--- src/design/rle_byte_stream_decoder_top_defines.svh ---
// Assertion macros for the run-length byte stream decoder.
`ifndef RLE_BYTE_STREAM_DECODER_TOP_DEFINES_SVH
`define RLE_BYTE_STREAM_DECODER_TOP_DEFINES_SVH

`ifndef SYNTH
`define RBSD_ASSERT(name, prop, msg) \
    name: assert property (@(posedge clk) disable iff (!rst_n) prop) else $error(msg);
`else
`define RBSD_ASSERT(name, prop, msg)
`endif

`ifndef SYNTH
`define RBSD_ASSERT_ALWAYS(name, prop, msg) \
    name: assert property (@(posedge clk) prop) else $error(msg);
`else
`define RBSD_ASSERT_ALWAYS(name, prop, msg)
`endif

`endif

--- src/design/rbsd_pkg.sv ---
// Types and constants of the run-length byte stream decoder.
`default_nettype none

package rbsd_pkg;

    // Parser phases
    localparam logic [2:0] PH_LEN_LO   = 3'd0;
    localparam logic [2:0] PH_LEN_HI   = 3'd1;
    localparam logic [2:0] PH_CTRL     = 3'd2;
    localparam logic [2:0] PH_COUNT_LO = 3'd3;
    localparam logic [2:0] PH_RUN_DATA = 3'd4;
    localparam logic [2:0] PH_HELD     = 3'd5;
    localparam logic [2:0] PH_LITERAL  = 3'd6;
    localparam logic [2:0] PH_DRAIN    = 3'd7;

    // Command kinds
    localparam logic [1:0] KIND_LONG_RUN  = 2'd0;
    localparam logic [1:0] KIND_SHORT_RUN = 2'd1;
    localparam logic [1:0] KIND_LONG_LIT  = 2'd2;
    localparam logic [1:0] KIND_HELD_LIT  = 2'd3;

    // Result status codes
    localparam logic [1:0] ST_OK   = 2'd0;
    localparam logic [1:0] ST_CLIP = 2'd1;
    localparam logic [1:0] ST_PAD  = 2'd2;

    // Count biases
    localparam logic [14:0] LONG_RUN_BIAS  = 15'h44;
    localparam logic [14:0] LONG_LIT_BIAS  = 15'h41;
    localparam logic [14:0] SHORT_RUN_BIAS = 15'd4;

    // Result queue
    localparam int RQ_DEPTH = 4;
    localparam int RQ_AW    = 2;

    typedef struct packed {
        logic [7:0]  out_byte;
        logic [15:0] repeat_res;
        logic        frame_end;
        logic [1:0]  status;
    } res_t;

    typedef struct packed {
        res_t        res;
        logic [15:0] rem;
        logic        full;
    } emit_t;

endpackage

`default_nettype wire

--- src/design/rle_byte_stream_decoder_top.sv ---
// Run-length byte stream decoder: header and command parser with a result queue.
//
// Usage:
//   s_* channel takes one compressed byte per word: tdata = byte, tlast marks
//   the final byte of the frame. The first two bytes are the declared output
//   length, low byte first, followed by control bytes and their operands.
//   m_* channel gives one result per word: tdata = {repeat_res, out_byte},
//   tlast = frame_end, tuser = status (ok, clipped, zero padding).
//   A byte is parsed in the cycle it is accepted; its results are written
//   to a 4-entry result queue and appear on m_* in order from its head.
//   Throughput is one byte per cycle while at most one result waits in the
//   queue; s_tready is low while two or more results wait. m_* moves one
//   word per cycle, so a byte that yields two or three results (held-byte
//   literal end, early end) holds s_tready low until at most one result waits,
//   even with the receiver always ready.
//   Reset empties the queue and puts the parser at the length low byte.
//   When the receiver stalls, the queue fills and s_tready falls; nothing
//   is lost or reordered.
`default_nettype none

module rle_byte_stream_decoder_top (
    input  wire logic        clk,
    input  wire logic        rst_n,
    input  wire logic        s_tvalid,
    output logic             s_tready,
    input  wire logic [7:0]  s_tdata,   // [7:0] in_byte
    input  wire logic        s_tlast,
    output logic             m_tvalid,
    input  wire logic        m_tready,
    output logic [23:0]      m_tdata,   // [7:0] out_byte, [23:8] repeat_res
    output logic             m_tlast,
    output logic [1:0]       m_tuser    // [1:0] status
);
    import rbsd_pkg::*;

`include "rle_byte_stream_decoder_top_defines.svh"

    // Parser state
    logic [2:0]  phase_reg, phase_next;
    logic [15:0] rem_reg, rem_next;
    logic [7:0]  len_lo_reg, len_lo_next;
    logic [14:0] pc_reg, pc_next;
    logic [1:0]  kind_reg, kind_next;
    logic [7:0]  held_reg, held_next;

    // Result queue
    res_t              rq_mem [RQ_DEPTH];
    logic [RQ_AW-1:0]  wr_ptr_reg;
    logic [RQ_AW-1:0]  rd_ptr_reg;
    logic [RQ_AW:0]    cnt_reg;

    res_t        res [3];
    logic [1:0]  n_res;
    logic        accept;
    logic        pop;

    function automatic res_t mk_res(input logic [7:0] b, input logic [15:0] rep,
                                    input logic fe, input logic [1:0] st);
        res_t r;
        r.out_byte   = b;
        r.repeat_res = rep;
        r.frame_end  = fe;
        r.status     = st;
        return r;
    endfunction

    // Clip a run to what is still owed; flag clipping and frame full
    function automatic emit_t emit_f(input logic [15:0] rem, input logic [7:0] b,
                                     input logic [15:0] cnt, input logic more);
        logic [15:0] c;
        logic [1:0]  st;
        emit_t       e;
        c  = cnt;
        st = ST_OK;
        if (cnt > rem)
        begin
            c  = rem;
            st = ST_CLIP;
        end
        else if (cnt == rem && more)
        begin
            st = ST_CLIP;
        end
        e.rem  = rem - c;
        e.full = (e.rem == 16'd0);
        e.res  = mk_res(b, c, e.full, st);
        return e;
    endfunction

    assign accept   = s_tvalid && s_tready;
    assign pop      = m_tvalid && m_tready;
    assign s_tready = (cnt_reg <= (RQ_AW+1)'(1));

    // Parse one byte
    always_comb
    begin
        logic  done;
        logic  last;
        logic  more;
        logic  [7:0] b;
        logic  [14:0] pcd;
        emit_t e;
        emit_t e2;

        b           = s_tdata;
        last        = s_tlast;
        done        = 1'b0;
        more        = 1'b0;
        pcd         = pc_reg - 15'd1;
        e           = '0;
        e2          = '0;
        phase_next  = phase_reg;
        rem_next    = rem_reg;
        len_lo_next = len_lo_reg;
        pc_next     = pc_reg;
        kind_next   = kind_reg;
        held_next   = held_reg;
        n_res       = 2'd0;
        res[0]      = '0;
        res[1]      = '0;
        res[2]      = '0;

        case (phase_reg)
            PH_LEN_LO:
            begin
                len_lo_next = b;
                if (last)
                begin
                    res[0]   = mk_res(8'd0, {8'd0, b}, 1'b1, (b == 8'd0) ? ST_OK : ST_PAD);
                    n_res    = 2'd1;
                    rem_next = 16'd0;
                    done     = 1'b1;
                end
                else
                begin
                    phase_next = PH_LEN_HI;
                end
            end
            PH_LEN_HI:
            begin
                rem_next = {b, len_lo_reg};
                if ({b, len_lo_reg} == 16'd0)
                begin
                    res[0] = mk_res(8'd0, 16'd0, 1'b1, ST_OK);
                    n_res  = 2'd1;
                    done   = 1'b1;
                end
                else
                begin
                    phase_next = PH_CTRL;
                end
            end
            PH_CTRL:
            begin
                if (b[7] && b[6])
                begin
                    kind_next  = KIND_LONG_RUN;
                    pc_next    = 15'(b[5:0]);
                    phase_next = PH_COUNT_LO;
                end
                else if (b[7])
                begin
                    kind_next  = KIND_SHORT_RUN;
                    pc_next    = 15'(b[5:0]) + SHORT_RUN_BIAS;
                    phase_next = PH_RUN_DATA;
                end
                else if (b[6])
                begin
                    kind_next  = KIND_LONG_LIT;
                    pc_next    = 15'(b[5:0]);
                    phase_next = PH_COUNT_LO;
                end
                else
                begin
                    kind_next  = KIND_HELD_LIT;
                    pc_next    = 15'(b[5:0]);
                    phase_next = PH_HELD;
                end
            end
            PH_COUNT_LO:
            begin
                if (kind_reg == KIND_LONG_RUN)
                begin
                    pc_next    = {1'b0, pc_reg[5:0], b} + LONG_RUN_BIAS;
                    phase_next = PH_RUN_DATA;
                end
                else
                begin
                    pc_next    = {1'b0, pc_reg[5:0], b} + LONG_LIT_BIAS;
                    phase_next = PH_LITERAL;
                end
            end
            PH_RUN_DATA:
            begin
                e          = emit_f(rem_reg, b, {1'b0, pc_reg}, 1'b0);
                res[0]     = e.res;
                n_res      = 2'd1;
                rem_next   = e.rem;
                done       = e.full;
                pc_next    = 15'd0;
                phase_next = PH_CTRL;
            end
            PH_HELD:
            begin
                held_next = b;
                if (pc_reg == 15'd0)
                begin
                    e          = emit_f(rem_reg, b, 16'd1, 1'b0);
                    res[0]     = e.res;
                    n_res      = 2'd1;
                    rem_next   = e.rem;
                    done       = e.full;
                    phase_next = PH_CTRL;
                end
                else
                begin
                    phase_next = PH_LITERAL;
                end
            end
            PH_LITERAL:
            begin
                pc_next  = pcd;
                more     = (pcd != 15'd0) || (kind_reg == KIND_HELD_LIT);
                e        = emit_f(rem_reg, b, 16'd1, more);
                res[0]   = e.res;
                n_res    = 2'd1;
                rem_next = e.rem;
                done     = e.full;
                if (!e.full && pcd == 15'd0)
                begin
                    // Held byte closes the literal
                    if (kind_reg == KIND_HELD_LIT)
                    begin
                        e2       = emit_f(e.rem, held_reg, 16'd1, 1'b0);
                        res[1]   = e2.res;
                        n_res    = 2'd2;
                        rem_next = e2.rem;
                        done     = e2.full;
                    end
                    phase_next = PH_CTRL;
                end
            end
            default:
            begin
                done = 1'b1;
            end
        endcase

        // Frame end handling: drain after full unless the byte was last, zero padding on early end
        if (done)
        begin
            pc_next    = 15'd0;
            phase_next = last ? PH_LEN_LO : PH_DRAIN;
        end
        else if (last)
        begin
            res[n_res] = mk_res(8'd0, rem_next, 1'b1, ST_PAD);
            n_res      = n_res + 2'd1;
            rem_next   = 16'd0;
            pc_next    = 15'd0;
            phase_next = PH_LEN_LO;
        end
    end

    // Parser registers
    always_ff @(posedge clk or negedge rst_n)
    begin
        if (!rst_n)
        begin
            phase_reg  <= PH_LEN_LO;
            rem_reg    <= 16'd0;
            len_lo_reg <= 8'd0;
            pc_reg     <= 15'd0;
            kind_reg   <= KIND_LONG_RUN;
            held_reg   <= 8'd0;
        end
        else if (accept)
        begin
            phase_reg  <= phase_next;
            rem_reg    <= rem_next;
            len_lo_reg <= len_lo_next;
            pc_reg     <= pc_next;
            kind_reg   <= kind_next;
            held_reg   <= held_next;
        end
    end

    // Queue payload
    always_ff @(posedge clk)
    begin
        if (accept)
        begin
            for (int i = 0; i < 3; i++)
            begin
                if (2'(i) < n_res)
                begin
                    rq_mem[wr_ptr_reg + RQ_AW'(i)] <= res[i];
                end
            end
        end
    end

    // Queue pointers and fill count
    always_ff @(posedge clk or negedge rst_n)
    begin
        if (!rst_n)
        begin
            wr_ptr_reg <= '0;
            rd_ptr_reg <= '0;
            cnt_reg    <= '0;
        end
        else
        begin
            if (accept)
            begin
                wr_ptr_reg <= wr_ptr_reg + RQ_AW'(n_res);
            end
            if (pop)
            begin
                rd_ptr_reg <= rd_ptr_reg + RQ_AW'(1);
            end
            cnt_reg <= cnt_reg + (accept ? (RQ_AW+1)'(n_res) : '0) - (pop ? (RQ_AW+1)'(1) : '0);
        end
    end

    // Output word from queue head
    assign m_tvalid = (cnt_reg != '0);
    assign m_tdata  = {rq_mem[rd_ptr_reg].repeat_res, rq_mem[rd_ptr_reg].out_byte};
    assign m_tlast  = rq_mem[rd_ptr_reg].frame_end;
    assign m_tuser  = rq_mem[rd_ptr_reg].status;

    // Checks
    `RBSD_ASSERT(a_rq_no_overflow, cnt_reg <= (RQ_AW+1)'(RQ_DEPTH), "result queue overflow")
    `RBSD_ASSERT(a_last_restarts, accept && s_tlast |=> phase_reg == PH_LEN_LO, "no restart")
    `RBSD_ASSERT(a_pad_ends_frame, m_tvalid && m_tuser == ST_PAD |-> m_tlast, "padding word without frame end")
    `RBSD_ASSERT(a_empty_marker, m_tvalid && m_tdata[23:8] == 16'd0 |-> m_tlast, "zero repeat word not at frame end")

endmodule

`default_nettype wire
--- config.mk ---
export PLATFORM = sky130hd
export DESIGN_NAME = rle_byte_stream_decoder_top
export DESIGN_NICKNAME = d
export VERILOG_FILES = /design/src/design/rbsd_pkg.sv /design/src/design/rle_byte_stream_decoder_top.sv
export VERILOG_INCLUDE_DIRS = /design/src /design/src/design
export SDC_FILE = /design/constraint.sdc
export NUM_CORES = 1
export LEC_CHECK = 0
export ABC_AREA = 1
export BUFFER_PORTS_ARGS = -buffer_cell sky130_fd_sc_hd__buf_2
export CAP_MARGIN = 10
export CORE_ASPECT_RATIO = 1.25
export CORE_MARGIN = 2
export CORE_UTILIZATION = 45
export DETAILED_ROUTE_END_ITERATION = 10
export PLACE_DENSITY_LB_ADDON = 0.2
export SETUP_SLACK_MARGIN = 0.4
export SYNTH_ARGS = -nofsm -noshare
export SYNTH_HDL_FRONTEND = slang
export SYNTH_SLANG_ARGS = --single-unit
--- constraint.sdc ---
create_clock -name clk -period 6.45 [get_ports clk]
set_input_delay 0.3225 -clock clk [delete_from_list [all_inputs] [get_ports clk]]
set_output_delay 0.3225 -clock clk [all_outputs]
set_load 0.1 [all_outputs]
==> flow_summary_export.csv <==
group,metric,value,unit
timing,finalHoldViolCount,0,
clock_network,cts.sinks,167,
timing,period_share,0.913,
clock_network,htree_levels,4,
synthesis,syn_nets,2177,
synthesis,async_reset_ff_frac,0.353,
synthesis,synthFlopType,"edfxtp_1",
synthesis,synth_edf_count,108,
clock_network,cts_tree,"yes",
floorplan,num_rows,72,
worst_setup_path,crit_type,"flop to flop",
timing,finalSetupTns,0,ns
routing,drc,0,
finish,largest_reg_flops,108,
timing,worst_pin_slew,1.07,ns
floorplan,die-area,32800,sq um
finish,area_growth,13.4,%
worst_setup_path,critPathLaunchType,"flop",
worst_hold_path,hold_path.class,"input port to asynchronous set/reset pin",
synthesis,syn_area,14100,sq um
floorplan,die_h,202,um
worst_setup_path,cp.arrival,6.23,ns
worst_setup_path,critPathMaxStageDelay,0.44,ns
placement,postPlaceCellArea,15000,sq um
routing,drt-pass1-iter-count,6,
global_routing,grt_pass1_wl,86.9,mm
timing,slew_violations,0,
routing,dr.first_iter.drc_count,1582,
global_routing,grt_pass1_vias,14400,
synthesis,synth_cells,2114,
synthesis,synth_cell_type_count,53,
routing,routed_via_density,5.90,
synthesis,avgSynthCellArea,6.67,sq um
routing,wl,57.3,mm
timing,maxSlewHeadroom,0.287,
worst_setup_path,worstPathRequired,6.79,ns
floorplan,pin_count,42,
placement,gp_congestion,1.04,
timing,fin_skew,0.0138,ns
finish,mostFrequentLayoutCells,"658 x nand2_1, 219 x nor2_1, 204 x nand3_1, 178 x o21ai_0, 158 x inv_1",
floorplan,core,30900,sq um
timing,fmax,170,MHz
finish,antennaDiodeCount,0,
global_routing,grt_use_total,0.351,
timing,setup_ws,0.560,ns
routing,routedWlPerCell,22.2,um
placement,port_buffers,41,
routing,ant_nets,0,
worst_setup_path,end_kind,"flop",
clock_network,cts_root_buf,"clkbuf_16",
clock_network,clk_path_buf_depth,2,
global_routing,grt_max_degree,60,
timing,setup_viol,0,
finish,design_area,16000,sq um
floorplan,initial_utilization,0.456,
timing,fin_crit,5.89,ns
synthesis,ys_seq_elements,167,
run_status,outcome,"completed",
synthesis,yosysSeqAreaShare,0.335,
placement,hpwlAfterDp,42.9,mm
finish,final_util,0.517,
worst_setup_path,critPathSlowestCell,"dfrtp_2",
finish,n_fill_cell,3171,
routing,vias,15200,
clock_network,cts_hold_buffers,0,
clock_network,clk_latency,0.46,ns
global_routing,antenna_found_initial,0,
finish,drive_above_1_share,0.123,
flow_run,max_cap_viol_count,0,
finish,nets,2225,
global_routing,grt-ovfl-total,0,
placement,place_ws,-0.301,ns
synthesis,ys_warn_count,0,
worst_setup_path,critical_path_peak_fanout,7,
timing,rsz0062_at_grt,"yes",
floorplan,die_w,162,um
clock_network,clk_pin_slew,0.07,ns
finish,final_common_cell,"nand2_1",
clock_network,cts_buffers,17,
## Yosys cell counts, drive strengths merged (2+ instances only)
cell / instances / share of area
nand2: 675 / 0.18
o21ai: 191 / 0.068
nand3: 213 / 0.079
a21oi: 53 / 0.019
xnor2: 9 / 0.0056
inv: 179 / 0.048
a211oi: 3 / 0.0016
o2111ai: 10 / 0.0062
nor4: 6 / 0.0027
nor2: 244 / 0.070
nor3: 26 / 0.010
o211ai: 8 / 0.0043
nand4: 50 / 0.023
a22oi: 3 / 0.0016
clkinv: 8 / 0.0021
or2: 4 / 0.0018
o221ai: 4 / 0.0025
dfrtp: 59 / 0.10
ha: 48 / 0.043
o21bai: 2 / 0.0011
fa: 2 / 0.0028
clkbuf: 63 / 0.017
a21o: 3 / 0.0016
xor2: 34 / 0.022
a21boi: 2 / 0.0011
o22ai: 37 / 0.016
edfxtp: 108 / 0.23
a31oi: 10 / 0.0044
buf: 38 / 0.014
a221oi: 10 / 0.0062
o21a: 3 / 0.0016
## routing by layer
metal / global-route usage / part of all wire / wire, um
met5: 0 / 0 / 0
met4: 0.191 / 0.060 / 3420
met3: 0.0380 / 0.074 / 4220
met2: 0.602 / 0.48 / 27600
met1: 0.431 / 0.38 / 22000
## path summary, 6_finish.rpt
path	startpoint	to	slack, ns	depth (start not counted)
max	rem_reg[9]	cnt_reg[2]	0.56	38
min	rst_n	pc_reg[0]	0.03	2
max reg2reg	rem_reg[9]	cnt_reg[2]	0.56	38
min reg2reg	cnt_reg[2]	cnt_reg[2]	0.47	1
max in group asynchronous	rst_n	rem_reg[13]	5.75	2
min in group clk	m_tready	rd_ptr_reg[0]	0.27	4
## per-stage QoR
stage / hold slack, ns / std cells
after floorplan: 0.0269 / 2114
after global placement: 0.456 / 2531
after detailed placement: 0.461 / 2531
after CTS: 0.0839 / 2566
after global routing: 0.127 / 2582
final: 0.0294 / 2582
## critical path: cells and delay by family (launching register included)
kind / cells / cell delay, ns
XOR/XNOR: 4 / 0.73
adder cells (fa/ha/maj): 5 / 1.20
buffers and inverters: 5 / 0.46
flip-flops: 1 / 0.44
AND/OR/NAND/NOR: 24 / 2.93
## logic make-up after synthesis
kind of cell             count (synthesis)  synth area share
buffers and inverters                  288            0.0810
AND/OR/NAND/NOR                       1221             0.372
flip-flops                             167             0.335
adder cells (fa/ha/maj)                 50            0.0455
multiplexers                             1          0.000710
AO/OA/AOI/OAI                          344             0.138
XOR/XNOR                                43            0.0278
## area by class of cell
cell class,instances,area (sq um),share of cell area
multi-input combinational,1659,8430,0.528
sequential,167,4730,0.296
timing repair buffer,130,1040,0.0648
inverter,187,712,0.0445
tap,407,509,0.0319
clock buffer,19,433,0.0271
clock inverter,13,134,0.00838
## repair_timing
item	4_1_cts	5_1_grt
endpoints found under the hold margin	0	0
pin swaps	3	21
setup buffers	3	16
endpoints found under the setup margin	253	238
gates resized for setup	31	36
Power is left out: the tool's default activity adds up to more than one toggle a clock period on the data nets, which glitch-free logic cannot reach.
